File: config.mk
export PLATFORM = sky130hd
export DESIGN_NAME = tdp_rem
export DESIGN_NICKNAME = d
export VERILOG_FILES = /design/src/rtl/core/tdp_pkg.sv /design/src/rtl/core/tdp_rem.sv
export SDC_FILE = /design/constraint.sdc
export NUM_CORES = 1
export LEC_CHECK = 0
export ABC_AREA = 1
export BUFFER_PORTS_ARGS = -buffer_cell sky130_fd_sc_hd__clkbuf_2
export CAP_MARGIN = 15
export CORE_MARGIN = 2
export CORE_UTILIZATION = 52
export DETAILED_ROUTE_END_ITERATION = 6
export PLACE_DENSITY = 0.72
export SLEW_MARGIN = 5
export SYNTH_ARGS = -nofsm -noshare
export SYNTH_HDL_FRONTEND = slang
export SYNTH_SLANG_ARGS = --single-unit
File: constraint.sdc
create_clock -name clk_i -period 4 [get_ports clk_i]
set_input_delay 0.4 -clock clk_i [delete_from_list [all_inputs] [get_ports clk_i]]
set_output_delay 0.4 -clock clk_i [all_outputs]
set_load 0.005 [all_outputs]
File: src/rtl/core/tdp_pkg.sv
`timescale 1ns / 1ps
`default_nettype none

package tdp_pkg;

  // table size and the widths that follow from it
  localparam int PRIME_COUNT = 8192;
  localparam int ADDR_W      = $clog2(PRIME_COUNT);
  localparam int CNT_W       = $clog2(PRIME_COUNT + 1);

  // candidate magnitude (sign bit dropped) and table entry widths
  localparam int N_W  = 31;
  localparam int P_W  = 16;
  localparam int SQ_W = 2 * P_W;

  // last value tried when the table is built
  localparam logic [P_W-1:0] LAST_CAND  = '1;
  localparam logic [N_W-1:0] FIRST_CAND = N_W'(2);

  typedef enum logic [2:0] {
    ST_IDLE,
    ST_START,
    ST_READ,
    ST_CMP,
    ST_DIV
  } state_e;

  typedef struct packed {
    logic           go;
    logic           narrow;
    logic [N_W-1:0] dividend;
    logic [P_W-1:0] divisor;
  } div_req_t;

  typedef struct packed {
    logic done;
    logic zero;
  } div_rsp_t;

endpackage

`default_nettype wire

File: src/rtl/core/tdp_rem.sv
`timescale 1ns / 1ps
`default_nettype none

// restoring remainder, one dividend bit per cycle
module tdp_rem (
  input  wire logic              clk_i,
  input  wire logic              rst_ni,
  input  wire tdp_pkg::div_req_t req_i,
  output tdp_pkg::div_rsp_t      rsp_o
);

  localparam int SC_W = $clog2(tdp_pkg::N_W);

  logic                    busy_q, busy_d;
  logic                    done_q, done_d;
  logic [SC_W-1:0]         cnt_q, cnt_d;
  logic [tdp_pkg::N_W-1:0] dvd_q, dvd_d;
  logic [tdp_pkg::P_W-1:0] rem_q, rem_d;
  logic [tdp_pkg::P_W-1:0] dsr_q, dsr_d;
  logic [tdp_pkg::P_W:0]   trial;
  logic [tdp_pkg::P_W:0]   diff;

  always_comb begin
    trial  = {rem_q, dvd_q[tdp_pkg::N_W-1]};
    diff   = trial - {1'b0, dsr_q};
    busy_d = busy_q;
    done_d = 1'b0;
    cnt_d  = cnt_q;
    dvd_d  = dvd_q;
    rem_d  = rem_q;
    dsr_d  = dsr_q;
    if (busy_q) begin
      rem_d = (trial >= {1'b0, dsr_q}) ? diff[tdp_pkg::P_W-1:0] : trial[tdp_pkg::P_W-1:0];
      dvd_d = {dvd_q[tdp_pkg::N_W-2:0], 1'b0};
      cnt_d = cnt_q - SC_W'(1);
      if (cnt_q == '0) begin
        busy_d = 1'b0;
        done_d = 1'b1;
      end
    end else if (req_i.go) begin
      busy_d = 1'b1;
      rem_d  = '0;
      dsr_d  = req_i.divisor;
      // small dividends skip the leading zero half
      if (req_i.narrow) begin
        dvd_d = {req_i.dividend[tdp_pkg::P_W-1:0], (tdp_pkg::N_W - tdp_pkg::P_W)'(0)};
        cnt_d = SC_W'(tdp_pkg::P_W - 1);
      end else begin
        dvd_d = req_i.dividend;
        cnt_d = SC_W'(tdp_pkg::N_W - 1);
      end
    end
  end

  always_ff @(posedge clk_i or negedge rst_ni) begin
    if (!rst_ni) begin
      busy_q <= 1'b0;
      done_q <= 1'b0;
    end else begin
      busy_q <= busy_d;
      done_q <= done_d;
    end
  end

  always_ff @(posedge clk_i) begin
    cnt_q <= cnt_d;
    dvd_q <= dvd_d;
    rem_q <= rem_d;
    dsr_q <= dsr_d;
  end

  assign rsp_o.done = done_q;
  assign rsp_o.zero = (rem_q == '0);

endmodule

`default_nettype wire

==> impl_metrics.csv, run 1 <==
group,metric,value,unit
status,status,"finished clean",
clocking,cts.sinks,70,
placed_design,gp_congestion,0.932,
synth,synth_nets,591,
route,detail_route.iter0.violations,221,
floorplanning,die_area,9220,um^2
finish,final_cells,682,
route,ant_nets,0,
placed_design,dp_hpwl,7.14,mm
route,viasPerCell,5.10,
setup_path,cp_max_fo,31,
synth,syn_avg_cell_area,8.46,um^2
sta,layout_min_cycle_time,2420,ps
synth,synthCells,521,
pwr,switching_share,42.6,%
pwr,p_int,2.10,mW
pwr,seq_power_share,37.0,%
clocking,cts_tree,"done",
finish,fillers,729,
setup_path,worstPathRequired,4010,ps
sta,fin_skew,11.5,ps
floorplanning,core,8220,um^2
setup_path,arrival,2430,ps
floorplanning,start_util,53.6,%
global_routing,grt_antenna_before_repair,0,
route,drc,0,
finish,final_common_cell,"nand2_1",
synth,synth-seq-cells,70,
sta,worst_pin_slew,1100,ps
pwr,p_per_area,746,nW/um^2
global_routing,gr-total-overflow,0,
pwr,pwr-share-clk,14.3,%
route,drt_first_pass_iters,5,
global_routing,grt_pass1_wl,15.7,mm
clocking,cts_made_buffers,9,
global_routing,grt_max_degree,32,
sta,slew_headroom,26.5,%
clocking,path_clk_slew,90,ps
placed_design,dp_cells,665,
route,routed_wl,9.39,mm
flow_run,drv_cap,0,
floorplanning,die_w,96.0,um
setup_path,crit_start,"busy_q$_DFF_PN0_",
finish,antenna_cells,0,
clocking,cts_root_buffer,"clkbuf_8",
synth,synth_warnings,0,
clocking,post-cts-setup-buffers,0,
route,avgRoutedWirePerCell,13.8,um
finish,final_nets,642,
finish,layout-drive-gt1-share,19.8,%
clocking,clk_latency,340,ps
sta,finalCritPeriodShare,60.6,%
pwr,power.switching,1.56,mW
worst_hold_path,hold_path_class,"in2reg",
setup_path,cp-end-kind,"flip-flop",
floorplanning,dieHeight,96.0,um
global_routing,grt_pass1_vias,3400,
setup_path,worstSetupPathType,"reg2reg",
pwr,ir_drop,326,uV
setup_path,reg2reg_from,"busy_q$_DFF_PN0_",
sta,setup_tns,0,ps
synth,synth_edf_count,67,
clocking,clockBufferDepth,2,
global_routing,track_usage,22.8,%
synth,ys_types,34,
sta,rsz0062_at_grt,"false",
sta,holdWs,228,ps
floorplanning,ioPinCount,53,
sta,slew_violations,0,
synth,synthArstFlopShare,2.86,%
worst_hold_path,holdCritStartpoint,"req_i[3]",
pwr,power_frac_comb,48.8,%
sta,hold_viol_final,0,
route,vias,3477,
synth,ys.flop_type,"edfxtp_1",
clocking,htreeDepth,3,
setup_path,start_kind,"flip-flop",
placed_design,port-buffer-count,52,
finish,postLayoutCoreUtil,59.8,%
finish,layout_common_cells,"131 x nand2_1, 77 x inv_1, 67 x edfxtp_1",
sta,setup_viol,0,
pwr,p_total,3.66,mW
pwr,total_leakage_power,2.45,nW
finish,area_growth,11.4,%
synth,ys_seq_area_share,47.3,%
sta,max_freq,413,MHz
floorplanning,rows,33,
synth,netlist_area,4410,um^2
## worst max-delay path, cell delays in order, from the launching register on
cell and delay, ps:
dfrtp_1 790, inv_1 270, nand2_2 600, buf_4 420
## synthesized netlist by cell type (all sizes together) (2+ instances only)
cell    instances  area, um^2
xnor2           4        35.0
nor2           69         295
a21oi          11        66.3
a32o           13         130
nor3            2        10.0
ha             18         225
and2            2        12.5
or2             4        25.0
inv            90         338
clkbuf          7        26.3
nand3          33         245
buf             9        78.8
dfrtp           2        50.1
edfxtp         67        2010
xor2            4        35.0
nand2         139         544
nand4           8        50.1
o21ai          36         180
## routing by layer
layer  share of wire (%)  routed length [um]  track usage (%)  vias up
li1                    -                   -                -     1795
met1                  45                4220             30.2     1592
met2                  49                4600             38.5       84
met3                 5.1                 482             3.45        6
met4                0.86                  81             7.38        0
met5                   0                   0                0        -
## final timing paths
kind / to / slack [ps] / depth (start not counted)
min in group asynchronous: done_q$_DFF_PN0_ / 380 / 2
max: dvd_q[11]$_DFFE_PP_ / 1580 / 3
min: dsr_q[3]$_DFFE_PP_ / 230 / 1
max reg2reg: dvd_q[11]$_DFFE_PP_ / 1580 / 3
min reg2reg: done_q$_DFF_PN0_ / 480 / 1
max in group asynchronous: busy_q$_DFF_PN0_ / 3520 / 2
## cell type report
| type | instances | area [um^2] | area share, % |
|---|---|---|---|
| clock buffers | 10 | 138 | 2.80 |
| inverters | 90 | 338 | 6.88 |
| multi-input cells | 345 | 1880 | 38.4 |
| repair buffers | 56 | 293 | 5.96 |
| clock inverters | 6 | 45.0 | 0.917 |
| flip-flops and latches | 70 | 2080 | 42.4 |
| well taps | 105 | 131 | 2.68 |
## per-stage QoR
stage | setup slack, ps | instance area (um^2)
floorplan | 1770 | 4410
CTS | 1580 | 4910
global placement | 1650 | 4720
finish | 1580 | 4910
global route | 1340 | 4910
detailed placement | 1580 | 4720
## registers in the layout, indices dropped and copies added, names as in the netlist
name / flops
busy_q: 1
cnt_q: 5
done_q: 1
dsr_q: 16
dvd_q: 31
rem_q: 16
## power by group through the flow
stage,combinational (mW),clock (mW),sequential (mW)
after floorplan,1.46,0,1.31
after global placement,1.75,0,1.36
after detailed placement,1.79,0,1.37
after CTS,1.80,0.539,1.35
after global routing,2.07,0.571,1.38
final,1.79,0.522,1.35
## cell families after synthesis
kind of cell             Yosys count  share of synthesized area, %
AO/OA/AOI/OAI                     60                          8.55
XOR/XNOR                           8                          1.59
AND/OR/NAND/NOR                  258                          27.0
buffers and inverters            106                          10.1
adder cells (fa/ha/maj)           19                          5.57
flip-flops                        70                          47.3
## timing repair
action	4_1_cts	5_1_grt
gates resized for setup	0	0
endpoints found under the hold margin	2	0
hold buffers	1	0
No activity file was read; power rests on OpenSTA's default activity.
==> run 2: changes to the inputs <==
--- a/config.mk
+++ b/config.mk
@@ -11,7 +11,7 @@
 export CORE_MARGIN = 2
 export CORE_UTILIZATION = 52
 export DETAILED_ROUTE_END_ITERATION = 6
-export PLACE_DENSITY = 0.72
+export PLACE_DENSITY = 0.75
 export SLEW_MARGIN = 5
 export SYNTH_ARGS = -nofsm -noshare
 export SYNTH_HDL_FRONTEND = slang
==> constraint.sdc (replaced) <==
create_clock -name clk_i -period 2.05 [get_ports clk_i]
set_input_delay 0.205 -clock clk_i [delete_from_list [all_inputs] [get_ports clk_i]]
set_output_delay 0.205 -clock clk_i [all_outputs]
set_load 0.005 [all_outputs]
==> run 2 against run 1 <==
The run now ends with setup timing left. Via count rose by 7.8%. Power rose by 130%. Final cell count rose by 3.8%. Global-route usage rose by 1.7 points. Combinational power rose by 150%. Wire length rose by 15%. Clock skew rose by 6.3 ps. Non-clock buffer count rose by 25. Critical path type unchanged.
==> impl_metrics.csv, run 2 (synthesized netlist as in run 1, its figures left out) <==
group,metric,value,unit
status,status,"finished with violations",
status,violations,"setup timing",
global_routing,grt_pass1_vias,3635,
sta,slew_violations,0,
finish,final_common_cell,"nand2_1",
route,viasPerCell,5.29,
global_routing,grt_max_degree,30,
pwr,p_per_area,1550,nW/um^2
sta,rsz0062_at_grt,"true",
finish,area_growth,23.1,%
clocking,cts_tree,"done",
setup_path,rrSetupSlack,-10,ps
pwr,total_leakage_power,2.63,nW
sta,setup_viol,1,
sta,layout_setup_ws,-10.8,ps
finish,fillers,649,
floorplanning,dieHeight,96.0,um
placed_design,dp_cells,680,
sta,layout_min_cycle_time,2060,ps
global_routing,gr-total-overflow,0,
clocking,cts.sinks,70,
sta,slew_headroom,66.9,%
clocking,htreeDepth,3,
route,wl_met1,4.65,mm
global_routing,track_usage,24.5,%
route,dr_wl_met3,501,um
sta,max_freq,485,MHz
pwr,ir_drop,649,uV
sta,finalCritPeriodShare,101,%
clocking,cts_root_buffer,"clkbuf_8",
sta,hold_viol_final,0,
route,ant_nets,0,
clocking,clockBufferDepth,2,
route,dr_wl_met2,5.41,mm
finish,top_register,"dvd_q",
finish,final_nets,668,
finish,layout-drive-gt1-share,28.9,%
setup_path,arrival,2160,ps
setup_path,start_kind,"flip-flop",
placed_design,gp_congestion,0.901,
setup_path,cpPeakStageDelay,450,ps
route,vias,3747,
floorplanning,die_area,9220,um^2
setup_path,worstSetupPathType,"reg2reg",
pwr,p_total,8.42,mW
clocking,path_clk_slew,90,ps
finish,final_cells,708,
route,avgRoutedWirePerCell,15.2,um
global_routing,grt_pass1_wl,17.0,mm
floorplanning,die_w,96.0,um
route,top_layer,"met4",
route,drt_first_pass_iters,4,
finish,largest_reg_flops,31,
worst_hold_path,hold_path_class,"in2reg",
setup_path,cp_common_cell,"nand2_1",
flow_run,drv_cap,0,
setup_path,worstPathRequired,2150,ps
floorplanning,core,8220,um^2
route,routed_wl,10.8,mm
setup_path,crit_slowest_cell,"edfxtp_1",
sta,worst_pin_slew,496,ps
setup_path,cp-end-kind,"flip-flop",
sta,fin_skew,17.7,ps
setup_path,cp_max_fo,7,
finish,antenna_cells,0,
placed_design,port-buffer-count,52,
route,detail_route.iter0.violations,244,
floorplanning,start_util,53.6,%
finish,layout_common_cells,"123 x nand2_1, 73 x inv_1, 67 x edfxtp_1",
global_routing,grt_antenna_before_repair,0,
placed_design,dp_hpwl,7.56,mm
sta,setup_tns,-10.8,ps
floorplanning,ioPinCount,53,
route,drc,0,
setup_path,crit_chain,"ha_4 -> nand2_1 -> nor2_2 -> nand2_1 -> nor2_1 -> nand2_2 -> nand3_4 -> clkinv_4 -> nand2_2 -> nand2_1 -> inv_1 -> nor2_1",
clocking,clk_latency,350,ps
floorplanning,rows,33,
finish,largestRegisters,"dvd_q (31), dsr_q (16), rem_q (16)",
clocking,cts_made_buffers,9,
run 2: cell count changes in the layout (fill, tap and decap cells not counted), moves of 3 or more:
cell	delta
buf_12	+3
nor2_2	+5
nand2_1	-8
inv_1	-4
nor2_1	-5
buf_4	+22
inv_2	+3
nand2_2	+7
ha_1	-12
ha_4	+12
run 2: per-layer routing:
metal,vias up,GRT usage [%]
li1,1850,-
met4,0,7.26
met1,1773,30.9
met3,20,4.78
met5,-,0
met2,104,42.8
run 2: cell type report:
cell class	instances	area (um^2)	area share, %
clock inverter	6	92.6	1.71
timing repair buffer	81	518	9.55
clock buffer	10	138	2.54
multi-input combinational	346	2120	39.1
inverter	90	343	6.32
tap	105	131	2.42
sequential	70	2080	38.4
run 2: worst paths after layout:
kind,end,depth (start not counted),from
max in group asynchronous,busy_q$_DFF_PN0_,2,rst_ni
min reg2reg,dvd_q[0]$_SDFFE_PP0P_,2,dvd_q[0]$_SDFFE_PP0P_
max reg2reg,rem_q[9]$_SDFFCE_PN0P_,12,rem_q[2]$_SDFFCE_PN0P_
min in group asynchronous,done_q$_DFF_PN0_,2,rst_ni
min,dsr_q[15]$_DFFE_PP_,1,req_i[15]
max,rem_q[9]$_SDFFCE_PN0P_,12,rem_q[2]$_SDFFCE_PN0P_
run 2: where the power goes:
part / internal [mW] / switching (mW)
Sequential: 2.36 / 0.295
Clock: 0.725 / 0.571
Combinational: 1.85 / 2.61
run 2: critical path: cells and delay by family (launching register included):
kind                     cells  cell delay, ps
adder cells (fa/ha/maj)      1             330
buffers and inverters        2             170
flip-flops                   1             450
AND/OR/NAND/NOR              9             870
run 2: what timing repair did:
item,in CTS,in global routing
gates cloned,0,1
hold endpoints to repair,2,0
pin swaps,0,18
buffers inserted,1,9
endpoints found under the setup margin,6,16
hold buffers,1,0
gates resized for setup,12,30
run 2: per-stage QoR:
step                hold slack (ps)  setup slack [ps]  util [%]  instance area, um^2
floorplan                     -90.6              18.7         -                 4410
global placement              -3.51             -80.2      59.2                 4870
detailed placement             1.02             -81.7      59.2                 4870
CTS                            7.90              2.93      63.6                 5230
global route                   3.79             -77.0      66.0                 5420
finish                         22.8             -10.8      66.0                 5420
